`src/hw/rtl/binary_max_heap_queue_macros.svh`:
```
// Assertion macros for the binary max-heap queue.
`ifndef BINARY_MAX_HEAP_QUEUE_MACROS_SVH
`define BINARY_MAX_HEAP_QUEUE_MACROS_SVH

// Same-cycle implication.
`define BMHQ_ASSERT_IMPL(label, clk, rst, ante, cons, msg) \
   label: assert property (@(posedge clk) disable iff (rst) (ante) |-> (cons)) else $error(msg);

// Next-cycle implication.
`define BMHQ_ASSERT_NEXT(label, clk, rst, ante, cons, msg) \
   label: assert property (@(posedge clk) disable iff (rst) (ante) |=> (cons)) else $error(msg);

`endif

```
`src/hw/rtl/bmhq_pkg.sv`:
```
// Shared types and constants for the binary max-heap queue.
package bmhq_pkg;

   localparam int DEF_CAPACITY = 64;

   localparam int PRI_W    = 16;
   localparam int TAG_W    = 16;
   localparam int STATUS_W = 2;
   localparam int COUNT_W  = 7;

   localparam logic KIND_INSERT = 1'b0;
   localparam logic KIND_POP    = 1'b1;

   localparam logic [STATUS_W-1:0] STATUS_OK    = 2'd0;
   localparam logic [STATUS_W-1:0] STATUS_FULL  = 2'd1;
   localparam logic [STATUS_W-1:0] STATUS_EMPTY = 2'd2;

   typedef struct packed {
      logic [PRI_W-1:0] pri;
      logic [TAG_W-1:0] tag;
   } entry_type;

   typedef struct packed {
      logic [STATUS_W-1:0] status;
      logic [PRI_W-1:0]    pri;
      logic [TAG_W-1:0]    tag;
      logic [COUNT_W-1:0]  count;
   } rsp_type;

endpackage

```
`src/hw/rtl/bmhq_req_if.sv`:
```
// Request channel: insert or pop item with valid/ready handshake.
interface bmhq_req_if
   import bmhq_pkg::*;
();
   logic             valid;
   logic             ready;
   logic             kind;
   logic [PRI_W-1:0] priority_req;
   logic [TAG_W-1:0] tag;

   modport source (output valid, kind, priority_req, tag, input ready);
   modport sink   (input valid, kind, priority_req, tag, output ready);
endinterface

```
`src/hw/rtl/bmhq_rsp_if.sv`:
```
// Response channel: status, popped entry and fill count with valid/ready handshake.
interface bmhq_rsp_if
   import bmhq_pkg::*;
();
   logic                valid;
   logic                ready;
   logic [STATUS_W-1:0] status;
   logic [PRI_W-1:0]    out_priority;
   logic [TAG_W-1:0]    out_tag;
   logic [COUNT_W-1:0]  count;

   modport source (output valid, status, out_priority, out_tag, count, input ready);
   modport sink   (input valid, status, out_priority, out_tag, count, output ready);
endinterface

```
`src/hw/rtl/binary_max_heap_queue.sv`:
```
// Binary max-heap priority queue held in a one-write, two-read synchronous memory.
//
// Usage:
//   req_chan carries one item per operation: kind (insert or pop), priority_req, tag.
//   rsp_chan returns exactly one item per request: status, out_priority, out_tag, count.
//   An item moves on either channel when valid and ready are both high at a clock edge.
//   An insert puts the new entry at the end and lets it rise while its parent has a lower
//   priority; a pop reads the root and the last entry, then lets the last entry sink from
//   the root while a child has a higher priority. Full insert, empty pop and insert into
//   an empty heap answer from the idle state; a pop of the only entry answers once the
//   root is read. Each step is one memory read-modify-write per heap level: the parent
//   (insert) or both children (pop) are read while the previous move is written.
//   req_chan.ready is high whenever no operation is in flight, also while a finished
//   item waits in the output register. If rsp_chan stalls, the next result is parked in
//   a holding register and the block waits until the output register frees up.
//   Reset (synchronous, active high) empties the heap; memory contents are not cleared
//   since only entries below the fill count are ever read.
`include "binary_max_heap_queue_macros.svh"

module binary_max_heap_queue
   import bmhq_pkg::*;
#(
   parameter int CAPACITY = DEF_CAPACITY
) (
   input  logic            clock,
   input  logic            reset,
   bmhq_req_if.sink        req_chan,
   bmhq_rsp_if.source      rsp_chan
);

   localparam int ADDR_W = (CAPACITY > 1) ? $clog2(CAPACITY) : 1;
   localparam int CNT_W  = $clog2(CAPACITY + 1);
   localparam int IDX_W  = ADDR_W + 2;

   typedef enum logic [2:0] {
      ST_IDLE,
      ST_UP,
      ST_POP_LOAD,
      ST_DOWN,
      ST_RESULT
   } state_type;

   state_type         state_ff, state_in;
   logic [CNT_W-1:0]  count_ff, count_in;
   logic [ADDR_W-1:0] pos_ff, pos_in;
   entry_type         hold_ff, hold_in;
   entry_type         pop_ff, pop_in;
   rsp_type           res_ff, res_in;
   rsp_type           rsp_ff, rsp_in;
   logic              rsp_valid_ff, rsp_valid_in;

   entry_type         heap_mem [CAPACITY];
   entry_type         rd_a_ff, rd_b_ff;
   logic [ADDR_W-1:0] rd_a_addr, rd_b_addr;
   logic              wr_en;
   logic [ADDR_W-1:0] wr_addr;
   entry_type         wr_data;

   logic              req_fire;
   logic              out_free;
   logic              fin;
   logic [STATUS_W-1:0] fin_status;
   entry_type         fin_entry;
   rsp_type           fin_rsp;
   logic [CNT_W+COUNT_W-1:0] count_ext;

   logic [ADDR_W-1:0] parent_addr;
   logic [ADDR_W-1:0] n_addr;
   logic [IDX_W-1:0]  left_idx, right_idx, best_idx, kid_l, kid_r, cnt_idx;
   logic              left_win, right_win;
   logic [PRI_W-1:0]  best_pri;
   logic [ADDR_W-1:0] best_addr;

   function automatic logic [ADDR_W-1:0] parent_of(input logic [ADDR_W-1:0] a);
      logic [ADDR_W-1:0] am1;
      am1 = a - 1'b1;
      return am1 >> 1;
   endfunction

   function automatic logic [IDX_W-1:0] left_of(input logic [ADDR_W-1:0] a);
      return {1'b0, a, 1'b1};
   endfunction

   assign req_fire       = req_chan.valid && req_chan.ready;
   assign req_chan.ready = (state_ff == ST_IDLE);
   assign out_free       = !rsp_valid_ff || rsp_chan.ready;

   assign rsp_chan.valid        = rsp_valid_ff;
   assign rsp_chan.status       = rsp_ff.status;
   assign rsp_chan.out_priority = rsp_ff.pri;
   assign rsp_chan.out_tag      = rsp_ff.tag;
   assign rsp_chan.count        = rsp_ff.count;

   // child selection for sift-down
   assign n_addr      = count_ff[ADDR_W-1:0];
   assign parent_addr = parent_of(pos_ff);
   assign cnt_idx     = {{(IDX_W-CNT_W){1'b0}}, count_ff};
   assign left_idx    = left_of(pos_ff);
   assign right_idx   = left_idx + 1'b1;
   assign left_win    = (left_idx < cnt_idx) && (rd_a_ff.pri > hold_ff.pri);
   assign best_pri    = left_win ? rd_a_ff.pri : hold_ff.pri;
   assign right_win   = (right_idx < cnt_idx) && (rd_b_ff.pri > best_pri);
   assign best_idx    = right_win ? right_idx : left_idx;
   assign best_addr   = best_idx[ADDR_W-1:0];
   assign kid_l       = left_of(right_win || left_win ? best_addr : {ADDR_W{1'b0}});
   assign kid_r       = kid_l + 1'b1;

   always_comb begin
      state_in     = state_ff;
      count_in     = count_ff;
      pos_in       = pos_ff;
      hold_in      = hold_ff;
      pop_in       = pop_ff;
      res_in       = res_ff;
      rsp_in       = rsp_ff;
      rsp_valid_in = rsp_valid_ff && !rsp_chan.ready;
      rd_a_addr    = parent_of(parent_addr);
      rd_b_addr    = kid_r[ADDR_W-1:0];
      wr_en        = 1'b0;
      wr_addr      = pos_ff;
      wr_data      = hold_ff;
      fin          = 1'b0;
      fin_status   = STATUS_OK;
      fin_entry    = '0;

      case (state_ff)
         ST_IDLE: begin
            if (req_fire) begin
               pop_in = '0;
               if (req_chan.kind == KIND_INSERT) begin
                  if (count_ff == CNT_W'(CAPACITY)) begin
                     fin        = 1'b1;
                     fin_status = STATUS_FULL;
                  end else if (count_ff == '0) begin
                     wr_en    = 1'b1;
                     wr_addr  = '0;
                     wr_data  = '{pri: req_chan.priority_req, tag: req_chan.tag};
                     count_in = count_ff + 1'b1;
                     fin      = 1'b1;
                  end else begin
                     hold_in   = '{pri: req_chan.priority_req, tag: req_chan.tag};
                     pos_in    = n_addr;
                     rd_a_addr = parent_of(n_addr);
                     count_in  = count_ff + 1'b1;
                     state_in  = ST_UP;
                  end
               end else begin
                  if (count_ff == '0) begin
                     fin        = 1'b1;
                     fin_status = STATUS_EMPTY;
                  end else begin
                     rd_a_addr = '0;
                     rd_b_addr = ADDR_W'(count_ff - 1'b1);
                     count_in  = count_ff - 1'b1;
                     state_in  = ST_POP_LOAD;
                  end
               end
            end
         end
         ST_UP: begin
            wr_en = 1'b1;
            if (pos_ff != '0 && rd_a_ff.pri < hold_ff.pri) begin
               wr_data   = rd_a_ff;
               pos_in    = parent_addr;
               rd_a_addr = parent_of(parent_addr);
            end else begin
               fin = 1'b1;
            end
         end
         ST_POP_LOAD: begin
            pop_in = rd_a_ff;
            if (count_ff == '0) begin
               fin       = 1'b1;
               fin_entry = rd_a_ff;
            end else begin
               // root's children
               hold_in   = rd_b_ff;
               pos_in    = '0;
               rd_a_addr = ADDR_W'(1);
               rd_b_addr = ADDR_W'(2);
               state_in  = ST_DOWN;
            end
         end
         ST_DOWN: begin
            wr_en = 1'b1;
            if (left_win || right_win) begin
               wr_data   = right_win ? rd_b_ff : rd_a_ff;
               pos_in    = best_addr;
               rd_a_addr = kid_l[ADDR_W-1:0];
               rd_b_addr = kid_r[ADDR_W-1:0];
            end else begin
               fin       = 1'b1;
               fin_entry = pop_ff;
            end
         end
         ST_RESULT: begin
            if (out_free) begin
               rsp_valid_in = 1'b1;
               rsp_in       = res_ff;
               state_in     = ST_IDLE;
            end
         end
         default: begin
            state_in = ST_IDLE;
         end
      endcase

      count_ext = {{COUNT_W{1'b0}}, count_in};
      fin_rsp   = '{status: fin_status, pri: fin_entry.pri, tag: fin_entry.tag,
                    count: count_ext[COUNT_W-1:0]};

      if (fin) begin
         if (out_free) begin
            rsp_valid_in = 1'b1;
            rsp_in       = fin_rsp;
            state_in     = ST_IDLE;
         end else begin
            res_in   = fin_rsp;
            state_in = ST_RESULT;
         end
      end
   end

   always_ff @(posedge clock) begin
      pos_ff  <= pos_in;
      hold_ff <= hold_in;
      pop_ff  <= pop_in;
      res_ff  <= res_in;
      rsp_ff  <= rsp_in;
      if (reset) begin
         state_ff     <= ST_IDLE;
         count_ff     <= '0;
         rsp_valid_ff <= 1'b0;
      end else begin
         state_ff     <= state_in;
         count_ff     <= count_in;
         rsp_valid_ff <= rsp_valid_in;
      end
   end

   always_ff @(posedge clock) begin
      if (wr_en) begin
         heap_mem[wr_addr] <= wr_data;
      end
      rd_a_ff <= heap_mem[rd_a_addr];
      rd_b_ff <= heap_mem[rd_b_addr];
   end

   `BMHQ_ASSERT_IMPL(a_count_bound, clock, reset, 1'b1, count_ff <= CNT_W'(CAPACITY), "fill count above capacity")
   `BMHQ_ASSERT_IMPL(a_write_in_heap, clock, reset, wr_en && state_ff != ST_IDLE, wr_addr < count_ff, "heap write outside held entries")
   `BMHQ_ASSERT_NEXT(a_pop_load, clock, reset, req_fire && req_chan.kind == KIND_POP && count_ff != '0, state_ff == ST_POP_LOAD, "pop on nonempty heap did not load root")

endmodule
```
`src/flat_wrapper.sv`:
```
// flat-port wrapper written by rule: the top's interface ports become plain ports
module binary_max_heap_queue_flat import bmhq_pkg::*;
#(
   parameter int CAPACITY = DEF_CAPACITY
)
  (clock, reset, req_chan_valid, req_chan_kind, req_chan_priority_req, req_chan_tag, req_chan_ready, rsp_chan_valid, rsp_chan_status, rsp_chan_out_priority, rsp_chan_out_tag, rsp_chan_count, rsp_chan_ready);
  bmhq_req_if req_chan_i ();
  bmhq_rsp_if rsp_chan_i ();
  input  logic clock;
  input  logic reset;
  input wire logic [$bits(req_chan_i.valid)-1:0] req_chan_valid;
  input wire logic [$bits(req_chan_i.kind)-1:0] req_chan_kind;
  input wire logic [$bits(req_chan_i.priority_req)-1:0] req_chan_priority_req;
  input wire logic [$bits(req_chan_i.tag)-1:0] req_chan_tag;
  output wire logic [$bits(req_chan_i.ready)-1:0] req_chan_ready;
  output wire logic [$bits(rsp_chan_i.valid)-1:0] rsp_chan_valid;
  output wire logic [$bits(rsp_chan_i.status)-1:0] rsp_chan_status;
  output wire logic [$bits(rsp_chan_i.out_priority)-1:0] rsp_chan_out_priority;
  output wire logic [$bits(rsp_chan_i.out_tag)-1:0] rsp_chan_out_tag;
  output wire logic [$bits(rsp_chan_i.count)-1:0] rsp_chan_count;
  input wire logic [$bits(rsp_chan_i.ready)-1:0] rsp_chan_ready;
  assign req_chan_i.valid = req_chan_valid;
  assign req_chan_i.kind = req_chan_kind;
  assign req_chan_i.priority_req = req_chan_priority_req;
  assign req_chan_i.tag = req_chan_tag;
  assign req_chan_ready = req_chan_i.ready;
  assign rsp_chan_valid = rsp_chan_i.valid;
  assign rsp_chan_status = rsp_chan_i.status;
  assign rsp_chan_out_priority = rsp_chan_i.out_priority;
  assign rsp_chan_out_tag = rsp_chan_i.out_tag;
  assign rsp_chan_count = rsp_chan_i.count;
  assign rsp_chan_i.ready = rsp_chan_ready;
  binary_max_heap_queue #(.CAPACITY(CAPACITY)) u_core (.clock(clock), .reset(reset), .req_chan(req_chan_i), .rsp_chan(rsp_chan_i));
endmodule
```
`config.mk`:
```
export PLATFORM = sky130hd
export DESIGN_NAME = binary_max_heap_queue_flat
export DESIGN_NICKNAME = d
export VERILOG_FILES = /design/src/hw/rtl/bmhq_pkg.sv /design/src/hw/rtl/bmhq_req_if.sv /design/src/hw/rtl/bmhq_rsp_if.sv /design/src/hw/rtl/binary_max_heap_queue.sv /design/src/flat_wrapper.sv
export VERILOG_INCLUDE_DIRS = /design/src /design/src/hw/rtl
export SDC_FILE = /design/constraint.sdc
export NUM_CORES = 2
export LEC_CHECK = 0
export BUFFER_PORTS_ARGS = -buffer_cell sky130_fd_sc_hd__buf_2
export CORE_MARGIN = 2
export CORE_UTILIZATION = 45
export DETAILED_ROUTE_END_ITERATION = 10
export PLACE_DENSITY = 0.58
export SLEW_MARGIN = 20
export SYNTH_ARGS = -nofsm -noshare
export SYNTH_HDL_FRONTEND = slang
export SYNTH_SLANG_ARGS = --single-unit
```
`constraint.sdc`:
```
create_clock -name clock -period 11.05 [get_ports clock]
set_input_delay 0 -clock clock [delete_from_list [all_inputs] [get_ports clock]]
set_output_delay 0 -clock clock [all_outputs]
set_load 0.05 [all_outputs]
```
# Word-level counts from Yosys, hierarchy flattened

Memory sizes are Yosys's and may differ from the RTL's. A register that Yosys moved wholly into a read port is not among the register bits.
Index checks and enable logic that the tools add are counted.

Bits in writable memories: 2048
Word-level logic and storage cells: 157
Register bits: 163
Input bits: 37
Memories: 1

Memory list:

| name            | depth | bits a word | read ports | clocked after Yosys merged registers in | write ports | RTL line                    | text |
|---|---|---|---|---|---|---|---|
| u_core.heap_mem | 64    | 32          | 2          | 2                                       | 1           | binary_max_heap_queue.sv:52 | `entry_type heap_mem [CAPACITY];` |

Bitwise operators: 1
Add/sub/neg operators: 7
Magnitude comparators: 5
Reductions and logical operators: 20
Equality and inequality tests: 18
Multiplexer cells: 89

Operator list:

| operator                                          | number |
|---|---|
| two-way mux 32 bit                                | 15 |
| one-hot mux 32 bit (2 select lines)               | 3 |
| two-way mux 41 bit                                | 4 |
| two-way mux 6 bit                                 | 21 |
| one-hot mux 32 bit (3 select lines)               | 1 |
| two-way mux 7 bit                                 | 5 |
| > comparator 16 bit                               | 2 |
| two-way mux 3 bit                                 | 9 |
| one-hot mux 6 bit (4 select lines)                | 1 |
| two-way mux 5 bit                                 | 4 |
| one-hot mux 6 bit (3 select lines)                | 1 |
| less-than comparator 16 bit                       | 1 |
| two-way mux 1 bit                                 | 16 |
| two-way mux 16 bit                                | 1 |
| one-hot mux 3 bit (4 select lines)                | 1 |
| one-hot mux 6 bit (2 select lines)                | 1 |
| AND reduction 6 bit                               | 2 |
| subtractor 6 x 1 -> 6 bit (second input constant) | 2 |
| != test 2 bit (second input constant)             | 5 |
| adder 7 x 1 -> 8 bit (second input constant)      | 1 |
| less-than comparator 8 x 7 -> 1 bit               | 1 |
| two-way mux 2 bit                                 | 4 |
| AND reduction 8 bit                               | 1 |
| adder 7 x 1 -> 7 bit (second input constant)      | 1 |
| 26 further kinds                                  | 37 |

# Longest topological paths before layout

Word-level depth: 12
Mapped depth: 33
Gate-level depth less buffers: 25

# Worst setup path before layout

No wires, ideal clock.

Kind: reg2reg
Start: reg u_core.hold_ff[29] (netlist name)
End: mem u_core.heap_mem[0][30] (netlist name), data pin
Cell stages (with the launch flop): 23
Period minus slack after synthesis: 8.289 ns
Setup slack: 2.761 ns
Data arrival time: 7.588 ns
Path buffers: 5
Library setup time: 0.702 ns
Data required time: 10.348 ns
Cells stage by stage: edfxtp_1 -> inv_1 -> ha_1 -> a21oi_1 -> nor2_1 -> a211o_1 -> or4_4 -> nand2_1 -> buf_2 -> buf_1 -> mux2i_1 -> ha_1 -> nand4_1 -> nor4_2 -> a211o_1 -> or2_1 -> clkbuf_1 -> o21ai_1 -> buf_2 -> o21bai_1 -> clkbuf_1 -> a21oi_1 -> o21ai_0

RTL lines:

| element                | RTL line                     | text |
|---|---|---|
| from (decl)            | binary_max_heap_queue.sv:46  | `entry_type hold_ff, hold_in;` |
| from (signal assigned) | binary_max_heap_queue.sv:226 | `hold_ff <= hold_in;` |
| to (decl)              | binary_max_heap_queue.sv:52  |  |

# Worst setup path after layout

Start: reg, netlist name u_core.rd_a_ff[29]
End: reg, netlist name u_core.rd_a_ff[25]

Word-level cells in the longest chain between the ends: 9
Elaborated cells between the ends (all ways): 10
Classes of those cells: order compare: 2; mux: 5; reduce/logical: 3

RTL lines:

| element                                               | RTL line                                                                                 | text |
|---|---|---|
| > comparator 16 bit                                   | binary_max_heap_queue.sv:100                                                             | `assign left_win = (left_idx < cnt_idx) && (rd_a_ff.pri > hold_ff.pri);` |
| logical AND 1 bit                                     | binary_max_heap_queue.sv:100                                                             |  |
| two-way mux 16 bit                                    | binary_max_heap_queue.sv:101                                                             | `assign best_pri = left_win ? rd_a_ff.pri : hold_ff.pri;` |
| > comparator 16 bit                                   | binary_max_heap_queue.sv:102                                                             | `assign right_win = (right_idx < cnt_idx) && (rd_b_ff.pri > best_pri);` |
| logical AND 1 bit                                     | binary_max_heap_queue.sv:102                                                             |  |
| two-way mux 6 bit or logical OR 1 bit (tied branches) | binary_max_heap_queue.sv:103, binary_max_heap_queue.sv:105, binary_max_heap_queue.sv:186 |  |
| two-way mux 5 bit                                     | binary_max_heap_queue.sv:105                                                             | `assign kid_l = left_of(right_win \|\| left_win ? best_addr : {ADDR_W{1'b0}});` |
| two-way mux 6 bit *                                   | binary_max_heap_queue.sv:186                                                             | `if (left_win \|\| right_win) begin` |
| one-hot mux 6 bit (3 select lines) *                  | binary_max_heap_queue.sv:126                                                             | `case (state_ff)` |

Every way passes the cells marked *; elsewhere a longest branch is shown, timed or not.
A chain may end at the register's enable or synchronous reset.

==> impl_metrics.json <==
{
  "path_max_fanout": 81,
  "postRouteAntennaNets": 0,
  "synthCells": 10900,
  "finalHoldViolations": 0,
  "antenna_found_initial": 36,
  "grt-ovfl-total": 0,
  "cts_tree": "yes",
  "grt_max_degree": 165,
  "coreArea_um2": 249000,
  "reg2reg_slack_ps": 1990,
  "drt-total-wl_um": 460000,
  "drive_gt1_share_pct": 9.02,
  "clk_pin_slew_ps": 60,
  "final.min_clock_period_ps": 9060,
  "clock_latency_ps": 920,
  "status": "completed",
  "drt_iter0_markers": 16200,
  "dp_hpwl_um": 260000,
  "setup_tns_ps": 0,
  "arrival_ps": 9760,
  "clock_skew_ps": 38.9,
  "die_area_um2": 255000,
  "layout_commonest_cell": "nand2_1",
  "path_class": "flip-flop to flip-flop",
  "start_kind": "flip-flop",
  "ys_warn_count": 0,
  "portBuffers": 79,
  "finalSetupViolCount": 0,
  "finalCritPeriodShare_pct": 82.0,
  "syn-num-nets": 11000,
  "required_ps": 11750,
  "post_cts_buffers": 0,
  "area_growth_syn_to_layout_pct": 11.1,
  "die_y_um": 505,
  "slew_headroom_pct": 16.7,
  "rsz0062_at_grt": "no",
  "synth_cell_types": 98,
  "grt_first_pass_wirelength_um": 645000,
  "tightestPinTransition_ps": 1250,
  "num_rows": 183,
  "htreeDepth": 4,
  "synth_edf_count": 2159,
  "syn_avg_cell_area_um2": 10.3,
  "die_w_um": 505,
  "clock_sinks": 2275,
  "synth-main-ff-cell": "edfxtp_1",
  "finalMaxSlewViolations": 0,
  "final_cell_mix": "nand2_1 (3570), edfxtp_1 (2159), nand3_1 (1199), mux2i_1 (445), a311oi_1 (424)",
  "nets": 10800,
  "netlist_area_um2": 113000,
  "place_inst": 13700,
  "gp_congestion": 0.934,
  "initial_core_util_pct": 45.3,
  "post-route-drc-count": 0,
  "cap_viol_max_count": 0,
  "vias_per_cell": 6.69,
  "ys_seq_area_share_pct": 59.5,
  "clock_path_buffers": 3,
  "wire_per_inst_um": 32.3,
  "hold_path_class": "primary input to flip-flop",
  "root_buffer": "clkbuf_16",
  "post_cts_resized": 0,
  "stdcell_area_um2": 126000,
  "worstSetupEndpointType": "flip-flop",
  "track_usage_pct": 34.8,
  "ios": 80,
  "ys_ff_latch": 2275,
  "grt_pass1_vias": 87500,
  "instances_no_fill": 14200,
  "dpl_cell_area_um2": 117000,
  "fmax_mhz": 110,
  "numCtsBuffers": 239,
  "dr.pass1.iters": 9,
  "via_count": 95300,
  "synthArstFlopShare_pct": 0
}
## stage by stage
stage	util (%)	setup slack, ps	hold WS (ps)
after global routing	50.4	1860	59.3
after global placement	46.9	1360	286
after floorplan	-	2760	71.6
after detailed placement	47.0	2410	297
final	50.4	1990	51.4
after CTS	50.4	2400	19.7
## repair_timing
action	in CTS	in global routing
setup endpoints to repair	0	0
hold buffers	61	0
endpoints found under the hold margin	125	0
## layer usage
layer / vias to the layer above / track usage, % / wire [um]
met5: - / 0 / 136
met4: 20 / 19.1 / 28200
met3: 1423 / 10.4 / 65300
met2: 7467 / 50.3 / 194000
met1: 46800 / 46.9 / 172000
li1: 39600 / - / -
## Yosys cell counts, types with 75 or more instances
library cell | count | area share [%]
a31oi_1 | 187 | 1.0
a311oi_1 | 425 | 3.3
clkbuf_1 | 547 | 1.8
a21oi_1 | 234 | 1.0
edfxtp_1 | 2159 | 57
a32oi_1 | 75 | 0.58
buf_2 | 250 | 1.1
mux2i_1 | 445 | 3.9
nand3_1 | 1199 | 5.3
nand2_1 | 3584 | 12
a21o_1 | 86 | 0.57
nor2_1 | 196 | 0.65
and3_1 | 374 | 2.1
o21ai_0 | 124 | 0.55
dfxtp_1 | 116 | 2.1
## final cells by class
cell class | instances | area (um^2)
fillers | 21800 | 124000
flip-flops and latches | 2275 | 67200
multi-input cells | 7697 | 42600
clock buffers | 328 | 6710
well taps | 3330 | 4170
repair buffers | 423 | 3550
clock inverters | 123 | 1090
inverters | 44 | 166
diodes | 21 | 52.6
## cells by family (layout without fill, tap and decap cells)
logic type                 Yosys count  count (layout)  share of synthesized area [%]
and+or+nand+nor                   5509            5509                           20.8
AOI/OAI and AO/OA                 1590            1590                           10.5
other                                0              21                              0
buffers and inverters              942             918                           3.68
adders and majority gates           52              52                          0.576
DFF                               2275            2275                           59.5
muxes                              526             526                           4.81
xor gates and xnor gates            20              20                          0.168
## path summary, 6_finish.rpt
kind                                                  to                startpoint  depth (start not counted)
worst min register to register  u_core.rsp_chan.count[0]  u_core.rsp_chan.count[0]                          2
worst min-delay path                   u_core.hold_ff[2]           req_chan_tag[2]                          4
worst max-delay path                  u_core.rd_a_ff[25]        u_core.rd_a_ff[29]                         23
worst max register to register        u_core.rd_a_ff[25]        u_core.rd_a_ff[29]                         23
## worst max-delay path: stages, from the launching register on
cell     delay, ps
dfxtp_1        620
ha_1           350
a21oi_1        180
nor2_1          80
a211o_1        310
or4_4          590
nand2_1        220
buf_4          360
mux2i_1        390
ha_1           230
nand4_1        180
nor4_2         380
o21ai_1        140
and4_1         300
o21ai_2        500
buf_4          350
a21o_4         740
buf_4          880
nand2_1        140
nand3_1        130
and3_1         180
o21ai_0        110
a21o_1         370
a32oi_1        970
## registers in the layout (all words and copies together), names as in the netlist
register	cells
u_core.rsp_chan.status	2
u_core.pop_ff	32
u_core.pos_ff	6
u_core.rd_a_ff	32
u_core.rsp_chan.out_tag	16
u_core.hold_ff	32
u_core.rsp_chan.out_priority	16
u_core.count_ff	7
u_core.heap_mem	2048
u_core.rsp_chan.count	7
u_core.state_ff	3
u_core.rd_b_ff	32
u_core.res_ff	41
u_core.rsp_chan.valid	1
Power is left out: the tool's default activity adds up to more than one toggle a clock period on the data nets, which glitch-free logic cannot reach.
